==> src/mavg_pkg.sv <==
package mavg_pkg;

    localparam int MAX_WINDOW  = 64;
    localparam int SAMPLE_BITS = 16;
    localparam int INDEX_BITS  = 16;

    // configuration register width is fixed by the register map
    localparam int CFG_BITS  = 7;
    localparam int PTR_BITS  = $clog2(MAX_WINDOW);
    localparam int LEN_BITS  = PTR_BITS + 1;
    localparam int SUM_BITS  = SAMPLE_BITS + PTR_BITS;
    localparam int CNT_BITS  = $clog2(SUM_BITS + 1);
    localparam int CFG_RESET = 3;

    typedef logic signed [SAMPLE_BITS-1:0] t_sample;
    typedef logic signed [SUM_BITS-1:0]    t_sum;
    typedef logic [INDEX_BITS-1:0]         t_index;
    typedef logic [LEN_BITS-1:0]           t_len;
    typedef logic [PTR_BITS-1:0]           t_ptr;

    typedef struct packed {
        logic load;
        logic update;
        logic emit;
    } t_cmd;

    typedef struct packed {
        logic result;
        logic div_done;
        logic out_free;
    } t_stat;

endpackage

==> src/moving_average_argminmax_core.sv <==
// Moving average over the last window_len signed samples, with running indices of the
// first smallest and first largest average. A sample that does not complete a window
// passes accept and sum update and gives no result. One that does passes accept, sum
// update, the radix-2 divider (one bit of the 22-bit window sum per cycle), a hand-over
// of the quotient to the output stage, then the output load. The output load waits for as
// long as a previous result sits stalled in the output register. The output register
// lets the next transaction be accepted while a result waits. first_sample or a write
// of window_len starts a new sequence.
module moving_average_argminmax_core (
    input  logic                          i_clk,
    input  logic                          i_rst_n,
    input  logic                          i_cfg_we,
    input  logic [mavg_pkg::CFG_BITS-1:0] i_cfg_data,
    input  logic                          i_in_valid,
    output logic                          o_in_stall,
    input  mavg_pkg::t_sample             i_sample,
    input  logic                          i_first_sample,
    input  logic                          i_last_sample,
    output logic                          o_out_valid,
    input  logic                          i_out_stall,
    output mavg_pkg::t_sample             o_average,
    output mavg_pkg::t_index              o_window_index,
    output mavg_pkg::t_index              o_min_index,
    output mavg_pkg::t_index              o_max_index,
    output logic                          o_is_final
);

    mavg_pkg::t_cmd  cmd;
    mavg_pkg::t_stat stat;

    mavg_ctrl u_ctrl (
        .i_clk      (i_clk),
        .i_rst_n    (i_rst_n),
        .i_in_valid (i_in_valid),
        .o_in_stall (o_in_stall),
        .i_stat     (stat),
        .o_cmd      (cmd)
    );

    mavg_dp u_dp (
        .i_clk          (i_clk),
        .i_rst_n        (i_rst_n),
        .i_cmd          (cmd),
        .o_stat         (stat),
        .i_cfg_we       (i_cfg_we),
        .i_cfg_data     (i_cfg_data),
        .i_sample       (i_sample),
        .i_first_sample (i_first_sample),
        .i_last_sample  (i_last_sample),
        .o_out_valid    (o_out_valid),
        .i_out_stall    (i_out_stall),
        .o_average      (o_average),
        .o_window_index (o_window_index),
        .o_min_index    (o_min_index),
        .o_max_index    (o_max_index),
        .o_is_final     (o_is_final)
    );

endmodule

==> src/mavg_div.sv <==
module mavg_div (
    input  logic                          i_clk,
    input  logic                          i_rst_n,
    input  logic                          i_start,
    input  logic [mavg_pkg::SUM_BITS-1:0] i_dividend,
    input  mavg_pkg::t_len                i_divisor,
    output logic [mavg_pkg::SUM_BITS-1:0] o_quotient,
    output logic                          o_done
);

    logic [mavg_pkg::SUM_BITS-1:0] r_quo;
    logic [mavg_pkg::LEN_BITS-1:0] r_rem;
    logic [mavg_pkg::LEN_BITS-1:0] r_dvs;
    logic [mavg_pkg::CNT_BITS-1:0] r_cnt;
    logic                          r_done;

    logic [mavg_pkg::LEN_BITS:0]   shifted;
    logic [mavg_pkg::LEN_BITS:0]   diff;
    logic                          q_bit;

    // restoring step: one quotient bit a cycle
    always_comb begin
        shifted = {r_rem, r_quo[mavg_pkg::SUM_BITS-1]};
        diff    = shifted - {1'b0, r_dvs};
        q_bit   = (shifted >= {1'b0, r_dvs});
    end

    always_ff @(posedge i_clk) begin
        if (!i_rst_n) begin
            r_cnt  <= '0;
            r_done <= 1'b0;
        end else begin
            r_done <= 1'b0;
            if (i_start) begin
                r_cnt <= mavg_pkg::CNT_BITS'(mavg_pkg::SUM_BITS);
            end else if (r_cnt != '0) begin
                r_cnt <= r_cnt - 1'b1;
                if (r_cnt == mavg_pkg::CNT_BITS'(1)) begin
                    r_done <= 1'b1;
                end
            end
        end
    end

    always_ff @(posedge i_clk) begin
        if (i_start) begin
            r_quo <= i_dividend;
            r_rem <= '0;
            r_dvs <= i_divisor;
        end else if (r_cnt != '0) begin
            r_quo <= {r_quo[mavg_pkg::SUM_BITS-2:0], q_bit};
            r_rem <= q_bit ? diff[mavg_pkg::LEN_BITS-1:0] : shifted[mavg_pkg::LEN_BITS-1:0];
        end
    end

    assign o_quotient = r_quo;
    assign o_done     = r_done;

endmodule

==> src/mavg_dp.sv <==
module mavg_dp (
    input  logic                          i_clk,
    input  logic                          i_rst_n,
    input  mavg_pkg::t_cmd                i_cmd,
    output mavg_pkg::t_stat               o_stat,
    input  logic                          i_cfg_we,
    input  logic [mavg_pkg::CFG_BITS-1:0] i_cfg_data,
    input  mavg_pkg::t_sample             i_sample,
    input  logic                          i_first_sample,
    input  logic                          i_last_sample,
    output logic                          o_out_valid,
    input  logic                          i_out_stall,
    output mavg_pkg::t_sample             o_average,
    output mavg_pkg::t_index              o_window_index,
    output mavg_pkg::t_index              o_min_index,
    output mavg_pkg::t_index              o_max_index,
    output logic                          o_is_final
);

    localparam int EXT_BITS = mavg_pkg::SUM_BITS - mavg_pkg::SAMPLE_BITS;

    mavg_pkg::t_sample history [mavg_pkg::MAX_WINDOW];

    logic [mavg_pkg::CFG_BITS-1:0] r_wl;
    mavg_pkg::t_sum    r_sum;
    mavg_pkg::t_ptr    r_wp;
    mavg_pkg::t_len    r_fill;
    mavg_pkg::t_index  r_next;
    mavg_pkg::t_sample r_best_low;
    mavg_pkg::t_sample r_best_high;
    mavg_pkg::t_index  r_low_pos;
    mavg_pkg::t_index  r_high_pos;

    mavg_pkg::t_sample r_smp;
    mavg_pkg::t_sample r_rd;
    mavg_pkg::t_ptr    r_addr;
    logic              r_last;
    logic              r_neg;

    logic              r_out_valid;
    mavg_pkg::t_sample r_avg;
    mavg_pkg::t_index  r_widx;
    mavg_pkg::t_index  r_min_idx;
    mavg_pkg::t_index  r_max_idx;
    logic              r_final;

    mavg_pkg::t_len    k_eff;
    mavg_pkg::t_ptr    rd_addr;
    logic              full;
    mavg_pkg::t_len    fill_inc;
    mavg_pkg::t_len    wp_inc;
    mavg_pkg::t_sum    n_sum;
    logic [mavg_pkg::SUM_BITS-1:0] sum_mag;
    logic              div_start;
    logic [mavg_pkg::SUM_BITS-1:0] quotient;
    logic              div_done;
    mavg_pkg::t_sample avg;
    logic              restart;

    always_comb begin
        if (r_wl == '0) begin
            k_eff = mavg_pkg::LEN_BITS'(1);
        end else if (r_wl > mavg_pkg::MAX_WINDOW) begin
            k_eff = mavg_pkg::LEN_BITS'(mavg_pkg::MAX_WINDOW);
        end else begin
            k_eff = mavg_pkg::LEN_BITS'(r_wl);
        end
    end

    // a new sequence writes from slot zero
    always_comb begin
        if (i_first_sample || ({1'b0, r_wp} >= k_eff)) begin
            rd_addr = '0;
        end else begin
            rd_addr = r_wp;
        end
    end

    always_comb begin
        full     = (r_fill >= k_eff);
        fill_inc = r_fill + 1'b1;
        wp_inc   = {1'b0, r_addr} + 1'b1;
        n_sum    = r_sum + {{EXT_BITS{r_smp[mavg_pkg::SAMPLE_BITS-1]}}, r_smp};
        if (full) begin
            n_sum = n_sum - {{EXT_BITS{r_rd[mavg_pkg::SAMPLE_BITS-1]}}, r_rd};
        end
        sum_mag   = n_sum[mavg_pkg::SUM_BITS-1] ? (~n_sum + 1'b1) : n_sum;
        div_start = i_cmd.update && o_stat.result;
        avg = r_neg ? mavg_pkg::SAMPLE_BITS'(~quotient + 1'b1)
                    : mavg_pkg::SAMPLE_BITS'(quotient);
        restart = i_cfg_we || (i_cmd.load && i_first_sample);
    end

    always_comb begin
        o_stat.result   = full || (fill_inc >= k_eff);
        o_stat.div_done = div_done;
        o_stat.out_free = !r_out_valid || !i_out_stall;
    end

    always_ff @(posedge i_clk) begin
        if (i_cmd.load) begin
            r_rd <= history[rd_addr];
        end
        if (i_cmd.update) begin
            history[r_addr] <= r_smp;
        end
    end

    always_ff @(posedge i_clk) begin
        if (i_cmd.load) begin
            r_smp  <= i_sample;
            r_last <= i_last_sample;
            r_addr <= rd_addr;
        end
        if (div_start) begin
            r_neg <= n_sum[mavg_pkg::SUM_BITS-1];
        end
        if (i_cmd.emit) begin
            r_avg   <= avg;
            r_widx  <= r_next;
            r_final <= r_last;
            if (r_next == '0) begin
                r_min_idx <= '0;
                r_max_idx <= '0;
            end else begin
                r_min_idx <= (avg < r_best_low) ? r_next : r_low_pos;
                r_max_idx <= (avg > r_best_high) ? r_next : r_high_pos;
            end
        end
    end

    always_ff @(posedge i_clk) begin
        if (!i_rst_n) begin
            r_wl        <= mavg_pkg::CFG_BITS'(mavg_pkg::CFG_RESET);
            r_sum       <= '0;
            r_wp        <= '0;
            r_fill      <= '0;
            r_next      <= '0;
            r_best_low  <= '0;
            r_best_high <= '0;
            r_low_pos   <= '0;
            r_high_pos  <= '0;
            r_out_valid <= 1'b0;
        end else begin
            if (i_cfg_we) begin
                r_wl <= i_cfg_data;
            end
            if (restart) begin
                r_sum       <= '0;
                r_wp        <= '0;
                r_fill      <= '0;
                r_next      <= '0;
                r_best_low  <= '0;
                r_best_high <= '0;
                r_low_pos   <= '0;
                r_high_pos  <= '0;
            end else if (i_cmd.update) begin
                r_sum <= n_sum;
                r_wp  <= (wp_inc >= k_eff) ? '0 : wp_inc[mavg_pkg::PTR_BITS-1:0];
                if (!full) begin
                    r_fill <= fill_inc;
                end
            end else if (i_cmd.emit) begin
                if (r_next == '0) begin
                    r_best_low  <= avg;
                    r_best_high <= avg;
                    r_low_pos   <= '0;
                    r_high_pos  <= '0;
                end else begin
                    if (avg > r_best_high) begin
                        r_best_high <= avg;
                        r_high_pos  <= r_next;
                    end
                    if (avg < r_best_low) begin
                        r_best_low <= avg;
                        r_low_pos  <= r_next;
                    end
                end
                if (r_next != '1) begin
                    r_next <= r_next + 1'b1;
                end
            end

            if (i_cmd.emit) begin
                r_out_valid <= 1'b1;
            end else if (r_out_valid && !i_out_stall) begin
                r_out_valid <= 1'b0;
            end
        end
    end

    mavg_div u_div (
        .i_clk      (i_clk),
        .i_rst_n    (i_rst_n),
        .i_start    (div_start),
        .i_dividend (sum_mag),
        .i_divisor  (k_eff),
        .o_quotient (quotient),
        .o_done     (div_done)
    );

    assign o_out_valid    = r_out_valid;
    assign o_average      = r_avg;
    assign o_window_index = r_widx;
    assign o_min_index    = r_min_idx;
    assign o_max_index    = r_max_idx;
    assign o_is_final     = r_final;

    a_wp_in_window: assert property (@(posedge i_clk) disable iff (!i_rst_n)
        ({1'b0, r_wp} < k_eff))
        else $error("write pointer outside window");

    a_fill_bounded: assert property (@(posedge i_clk) disable iff (!i_rst_n)
        (r_fill <= k_eff))
        else $error("fill count beyond window length");

endmodule

==> src/mavg_ctrl.sv <==
module mavg_ctrl (
    input  logic            i_clk,
    input  logic            i_rst_n,
    input  logic            i_in_valid,
    output logic            o_in_stall,
    input  mavg_pkg::t_stat i_stat,
    output mavg_pkg::t_cmd  o_cmd
);

    localparam logic [1:0] S_IDLE   = 2'd0;
    localparam logic [1:0] S_UPDATE = 2'd1;
    localparam logic [1:0] S_DIV    = 2'd2;
    localparam logic [1:0] S_POST   = 2'd3;

    logic [1:0] r_state;
    logic [1:0] n_state;

    always_comb begin
        n_state      = r_state;
        o_cmd.load   = 1'b0;
        o_cmd.update = 1'b0;
        o_cmd.emit   = 1'b0;
        unique case (r_state)
            S_IDLE: begin
                if (i_in_valid) begin
                    o_cmd.load = 1'b1;
                    n_state    = S_UPDATE;
                end
            end
            S_UPDATE: begin
                o_cmd.update = 1'b1;
                n_state      = i_stat.result ? S_DIV : S_IDLE;
            end
            S_DIV: begin
                if (i_stat.div_done) begin
                    n_state = S_POST;
                end
            end
            S_POST: begin
                // hold the result until the output register is free
                if (i_stat.out_free) begin
                    o_cmd.emit = 1'b1;
                    n_state    = S_IDLE;
                end
            end
            default: n_state = S_IDLE;
        endcase
    end

    always_ff @(posedge i_clk) begin
        if (!i_rst_n) begin
            r_state <= S_IDLE;
        end else begin
            r_state <= n_state;
        end
    end

    assign o_in_stall = (r_state != S_IDLE);

    a_accept_to_update: assert property (@(posedge i_clk) disable iff (!i_rst_n)
        (i_in_valid && !o_in_stall) |=> (r_state == S_UPDATE))
        else $error("accepted transaction did not enter update");

    a_emit_when_free: assert property (@(posedge i_clk) disable iff (!i_rst_n)
        o_cmd.emit |-> i_stat.out_free)
        else $error("result emitted into occupied output register");

    a_done_to_post: assert property (@(posedge i_clk) disable iff (!i_rst_n)
        ((r_state == S_DIV) && i_stat.div_done) |=> (r_state == S_POST))
        else $error("divider result missed");

endmodule
==> config.mk <==
export PLATFORM = sky130hd
export DESIGN_NAME = moving_average_argminmax_core
export DESIGN_NICKNAME = d
export VERILOG_FILES = /design/src/mavg_pkg.sv /design/src/moving_average_argminmax_core.sv /design/src/mavg_div.sv /design/src/mavg_dp.sv /design/src/mavg_ctrl.sv
export SDC_FILE = /design/constraint.sdc
export NUM_CORES = 2
export LEC_CHECK = 0
export BUFFER_PORTS_ARGS = -buffer_cell sky130_fd_sc_hd__buf_2
export CAP_MARGIN = 20
export CELL_PAD_IN_SITES_DETAIL_PLACEMENT = 1
export CELL_PAD_IN_SITES_GLOBAL_PLACEMENT = 1
export CORE_UTILIZATION = 35
export CTS_CLUSTER_DIAMETER = 60
export CTS_CLUSTER_SIZE = 40
export DETAILED_ROUTE_END_ITERATION = 10
export PLACE_DENSITY_LB_ADDON = 0.1
export SKIP_CTS_REPAIR_TIMING = 1
export SLEW_MARGIN = 20
export SYNTH_ARGS = -nofsm -noshare
export SYNTH_HDL_FRONTEND = slang
export SYNTH_SLANG_ARGS = --single-unit
==> constraint.sdc <==
create_clock -name i_clk -period 6.4 [get_ports i_clk]
set_clock_uncertainty 0.15 [all_clocks]
set_input_delay 0.96 -clock i_clk [delete_from_list [all_inputs] [get_ports i_clk]]
set_output_delay 0.96 -clock i_clk [all_outputs]
set_load 0.02 [all_outputs]
; Word level (Yosys, flattened, before mapping)
; Memory sizes are Yosys's and may differ from the RTL's. A register that Yosys moved wholly into a read port is not among the register bits.
; Cells that the tools add are included.
[op_classes]
bitwise_logic = 6
eq_ne = 8
muxes = 35
n_addsub = 9
n_lt_le_gt_ge = 8
n_reduce_logical = 27
[op_table]
columns = op, count
row1 = 16-bit 2-to-1 mux, 9
row2 = 22-bit 2-to-1 mux, 4
row3 = "16-bit by 1-bit adder with 16-bit output, second input constant", 2
row4 = "22-bit by 1-bit adder with 22-bit output, second input constant", 1
row5 = 22-bit adder, 1
row6 = 22-bit NOT, 1
row7 = 22-bit subtractor, 1
row8 = 7-bit greater-or-equal comparator, 3
row9 = 7-bit 2-to-1 mux, 3
row10 = 16-bit > comparator, 1
row11 = 16-bit zero test, 1
row12 = 16-bit < comparator, 1
row13 = "16-bit inequality test, second input constant", 1
row14 = 16-bit NOT, 1
row15 = 6-bit 2-to-1 mux, 2
row16 = 3-bit AND reduction, 4
row17 = 1-bit 2-to-1 mux, 10
row18 = 5-bit 2-to-1 mux, 2
row19 = 2-bit nonzero test, 5
row20 = 8-bit by 7-bit greater-or-equal comparator with 1-bit output, 1
row21 = 2-bit 2-to-1 mux, 4
row22 = 2-bit one-hot mux with 4 select lines, 1
row23 = "6-bit by 1-bit adder with 7-bit output, second input constant", 1
row24 = "7-bit by 1-bit adder with 7-bit output, second input constant", 1
row25 = other kinds (19), 32
[word_totals]
ff_bits = 256
elab_cells = 120
mem_count = 1
ram_bits = 1024
in_bits = 30
[memory_table]
columns = name, words, word_bits, read_ports, rd_ports_with_merged_regs, wr, line_no
row1 = u_dp.history, 64, 16, 1, 1, 1, mavg_dp.sv:22  ; mavg_pkg::t_sample history [mavg_pkg::MAX_WINDOW];

; Logic depth before layout (Yosys ltp)
[logic_depth]
word_depth = 9
ltp_mapped = 23
ltp_nobuf = 22

; Modules after synthesis
; Synthesis repeated with hierarchy kept, for this count alone.
[hier_totals]
cells_unflattened = 3666
area_unflattened_um2 = 55532.0
[by_module_without_submodules]
columns = mod, area_per_inst_um2, seq_area_each_um2, cells_each, n_inst
row1 = mavg_dp, 53319.9, 36364.9, 3481, 1
row2 = mavg_div, 2089.5, 1131.1, 171, 1
row3 = mavg_ctrl, 122.6, 40.0, 14, 1

; Least setup slack after synthesis
; No wires, ideal clock.
[synth_timing]
path_kind = flip-flop to flip-flop
start = register u_dp.r_smp[9]
end = register u_dp.u_div.r_quo, in the netlist u_dp.u_div.o_quotient[7], data pin
path_stages_with_launch = 22
n_path_buf = 2
required_time_ns = 6.098
t_arrival_ns = 5.325
setup_ns = 0.152
path_slack_ns = 0.774
cell_sequence = edfxtp_1 -> ha_1 -> buf_6 -> a21o_1 -> o21bai_4 -> a21o_1 -> a221o_1 -> a31oi_1 -> xor2_1 -> inv_1 -> ha_1 -> nand4_1 -> a211o_1 -> a211oi_1 -> nor3b_1 -> o31ai_1 -> xnor2_1 -> nand2_1 -> xnor2_1 -> buf_2 -> or3_1 -> a31oi_1
[synth_between]
elab_chain_cells = 5
[synth_rtl]
columns = item, line_no
row1 = start: declaration, mavg_dp.sv:34  ; mavg_pkg::t_sample r_smp;
row2 = start signal: assignment, mavg_dp.sv:111  ; r_smp <= i_sample;
row3 = 22-bit adder *, mavg_dp.sv:83  ; n_sum = r_sum + {{EXT_BITS{r_smp[mavg_pkg::SAMPLE_BITS-1]}}, r_smp};
row4 = 22-bit subtractor, mavg_dp.sv:85  ; n_sum = n_sum - {{EXT_BITS{r_rd[mavg_pkg::SAMPLE_BITS-1]}}, r_rd};
row5 = 22-bit 2-to-1 mux *, mavg_dp.sv:84  ; if (full) begin
row6 = 22-bit 2-to-1 mux *, mavg_dp.sv:87  ; sum_mag = n_sum[mavg_pkg::SUM_BITS-1] ? (~n_sum + 1'b1) : n_sum;
row7 = 22-bit 2-to-1 mux *, mavg_div.sv:46  ; if (i_start) begin
row8 = end signal: assignment, mavg_div.sv:47  ; r_quo <= i_dividend;
row9 = end signal: assignment, mavg_div.sv:51  ; r_quo <= {r_quo[mavg_pkg::SUM_BITS-2:0], q_bit};
row10 = end: declaration, mavg_div.sv:11  ; logic [mavg_pkg::SUM_BITS-1:0] r_quo;
; Mark *: on every way between the ends. The rest lies on a longest branch, timed or not.
; A chain may end at the register's enable or synchronous reset.

; Worst setup path in the final report
[layout_timing]
start = register u_dp.r_smp[6]
end = register u_dp.u_div.r_quo, in the netlist u_dp.u_div.o_quotient[21], data pin
[layout_between]
elab_chain_cells = 7
[layout_rtl]
columns = item, line_no
row1 = 22-bit adder *, mavg_dp.sv:83
row2 = 22-bit subtractor, mavg_dp.sv:85
row3 = 22-bit 2-to-1 mux *, mavg_dp.sv:84
row4 = 22-bit NOT, mavg_dp.sv:87
row5 = 22-bit by 1-bit adder with 22-bit output, mavg_dp.sv:87
row6 = 22-bit 2-to-1 mux *, mavg_dp.sv:87
row7 = 22-bit 2-to-1 mux *, mavg_div.sv:46
; Marked as above.

==> results.yml <==
run_status:
  outcome: "completed"
setup_path:
  timing.setup.critical_path_class: "register to register"
  crit_family: "compound AO/OA/AOI/OAI gates"
  maximum_fanout_along_the_worst_path: 8
  worst_r2r_startpoint: "u_dp.r_smp[6]$_DFFE_PP_"
  worstSetupStartpointType: "register"
  critical_path.most_common_cell: "nand2_1"
  worstSetupEndpointType: "register"
  crit_chain: "ha_1 > a21oi_1 > mux2_2 > a211oi_1 > ha_1 > a21oi_1 > o211ai_1 > nand2_1 > xnor2_1 > mux2i_1 > nand2_1 > nor4_4 > and2_1 > nand2_1 > o31ai_2"
  worst_ep_arrival_time_ns: 6.13
  cp_num_buf_inv: 0
  cp-startpoint: "u_dp.r_smp[6]$_DFFE_PP_"
  cp_slowest_cell: "mux2i_1"
  cp.required_ns: 6.81
  cpPeakStageDelay_ns: 0.51
route:
  first_iter_violations: 2879
  detailedRoute.firstPassIterationCount: 5
  antenna_violating_nets_post_route: 0
  vias: 34800
  avgRoutedWirePerCell_um: 27.1
  drc: 0
  route.final.wire_length_um: 174000
  detail_route.vias_per_cell: 5.43
finish:
  layout.filler_cells: 16000
  layout.area.seq_mm2: 0.0375
  area_growth_pct: 15.0
  multi_input_logic_area_mm2: 0.0165
  num-nets-final: 4401
  final_util: 0.406
  final_layout_size_suffix_gt1_frac: 0.146
clock_network:
  clk-insertion-delay-late_ns: 0.75
  cts_buffer_depth: 3
  cts_buffers: 120
  h-tree-depth: 3
  cell_at_the_root_of_the_clock_tree: "clkbuf_16"
  clk_pin_slew_ns: 0.07
  clock_sinks: 1296
  tritoncts: "done"
die:
  io-pin-count: 97
  dieHeight_um: 399
  core_mm2: 0.156
  floorplan.rows: 145
  die-area_mm2: 0.159
  initial_util: 0.353
  die-width_um: 399
logic_synthesis:
  synth.lib_cells_used.distinct: 82
  yosys.area.top_type: "edfxtp_1"
  syn-num-nets: 4225
  gate_count_post_synth: 4075
  synth.top_cells.by_count: "edfxtp_1 (1158), nand2_1 (466), a21oi_1 (350)"
  ys_top_cells_by_area: "edfxtp_1 (63%), dfxtp_1 (5.0%), mux2i_1 (3.8%), a21oi_1 (3.2%), nand2_1 (3.2%)"
  async_flop_share: 0
  synthMostInstantiatedCell: "edfxtp_1"
  dominantRegCellSynth: "edfxtp_1"
  avgSynthCellArea_um2: 13.5
  syn_area_mm2: 0.0552
  yosysSeqAreaShare: 0.680
  post_synth_edffs: 1158
  number_of_storage_elements_in_the_synthesis_netlist: 1296
  synth_top_area_share: 0.630
  yosysWarningCount: 0
sta:
  setup_viol: 0
  max_freq_mhz: 175
  maxSlewViolCount: 0
  maxSlewHeadroom: 0.280
  post-route-period-util: 0.894
  fin_setup_tns_ns: 0
  rsz_0062_raised_after_global_routing: "no"
  finalCriticalPeriod_ns: 5.72
  hold_violations: 0
  finalHoldWorstSlack_ns: 0.232
  worstMarginPinSlew_ns: 1.08
grt:
  vias_in_the_first_global_route: 35400
  grt_max_degree: 115
  grt_overflow: 0
  grt_use_total: 0.216
  grt_antenna_before_repair: 8
  grt_first_pass_wirelength_um: 252000
placed_design:
  place.gp.congestion: 0.829
  dpl.hpwl_um: 108000
  port_buffers: 96
hold_path:
  hp-class: "primary input to register"
  worst_hold_startpoint: "i_last_sample"
power_and_ir_drop:
  pwr_density_cell_mw_per_mm2: 312
  p_leak_nw: 20.8
  vdd.ir_drop.worst_uv: 256
flow_run:
  drv.max_cap_violation_count: 0
worst register-to-register path: stages (launching register included):
cell      delay [ns]
edfxtp_1        0.47
ha_1            0.44
a21oi_1         0.48
mux2_2          0.40
a211oi_1        0.35
ha_1            0.36
a21oi_1         0.36
o211ai_1        0.36
nand2_1         0.19
xnor2_1         0.08
mux2i_1         0.51
nand2_1         0.25
nor4_4          0.47
and2_1          0.31
nand2_1         0.10
o31ai_2         0.26
placed cells by master (no fill, tap or decap), types with 15 or more instances in the layout:
master	n
ha_1	117
a21oi_1	350
inv_1	105
buf_4	183
a21o_1	32
nand3_1	55
a22o_1	16
o31ai_1	17
nand2b_1	22
clkinv_8	15
mux4_2	64
o21ai_0	81
edfxtp_1	1158
xor2_1	23
nor3_1	61
o221ai_1	34
nor2b_1	23
buf_2	96
a211oi_1	119
nand4_1	22
nand2_1	465
or3_1	45
or4_1	20
a31oi_1	41
nor2_1	264
clkbuf_16	122
inv_6	16
o22ai_1	53
xnor2_1	51
a32o_1	16
dfxtp_1	134
and2_1	15
o21a_1	24
a2111oi_0	34
mux2i_1	207
layout make-up:
type                    instances  share of cell area
flip-flops and latches       1296               0.591
multi-input cells            2436               0.259
clock buffers                 127              0.0487
well taps                    2058              0.0406
repair buffers                290              0.0327
clock inverters                98              0.0208
inverters                     107             0.00645
diodes                          4            0.000158
sequential cells by signal, indices dropped and copies added, names as in the netlist, 16 cells and up, named ones only:
| name | cells |
|---|---|
| u_dp.history | 1024 |
| u_dp.o_average | 16 |
| u_dp.o_max_index | 16 |
| u_dp.o_min_index | 16 |
| u_dp.o_window_index | 16 |
| u_dp.r_best_high | 16 |
| u_dp.r_best_low | 16 |
| u_dp.r_high_pos | 16 |
| u_dp.r_low_pos | 16 |
| u_dp.r_next | 16 |
| u_dp.r_rd | 16 |
| u_dp.r_smp | 16 |
| u_dp.r_sum | 22 |
| u_dp.u_div.o_quotient | 22 |
cell families after synthesis:
kind of cell | synth area share
fa+ha+maj | 0.0276
buf+inv | 0.0243
simple gates | 0.0867
xor+xnor | 0.0119
compound gates | 0.105
flops | 0.680
mux | 0.0643
per-layer routing:
layer,vias up,global-route usage,routed length (um)
met5,-,0,13
met4,2,0.0615,5120
met3,223,0.0236,6180
met2,674,0.354,82100
met1,18000,0.303,80600
li1,15900,-,-
through the flow:
stage | std cells | setup WS [ns] | instance area (um^2) | total power [W]
2_1_floorplan | 4075 | 0.774 | 55200 | 0.0112
3_3_place_gp | 6187 | 0.785 | 59000 | 0.0120
3_5_place_dp | 6187 | 0.754 | 59100 | 0.0121
4_1_cts | 6412 | 0.737 | 63500 | 0.0200
5_1_grt | 6412 | 0.280 | 63500 | 0.0205
6_report | 6416 | 0.676 | 63500 | 0.0198
where the power goes:
| group | leakage, nW | switching, W | internal (W) | total [W] |
|---|---|---|---|---|
| registers | 11.6 | 0.000153 | 0.00946 | 0.00961 |
| clock network | 2.11 | 0.00369 | 0.00426 | 0.00795 |
| logic | 7.13 | 0.00145 | 0.000771 | 0.00222 |
| total | 20.8 | 0.00529 | 0.0145 | 0.0198 |
worst paths after layout:
check | to | slack [ns] | cells past startpoint
min reg2reg | u_dp.o_is_final$_DFFE_PP_ | 0.29 | 0
min | u_dp.r_last$_DFFE_PP_ | 0.23 | 1
max reg2reg | u_dp.u_div.o_quotient[21]$_DFFE_PP_ | 0.68 | 15
max | u_dp.u_div.o_quotient[21]$_DFFE_PP_ | 0.68 | 15
(Power assumes the default switching activity.)
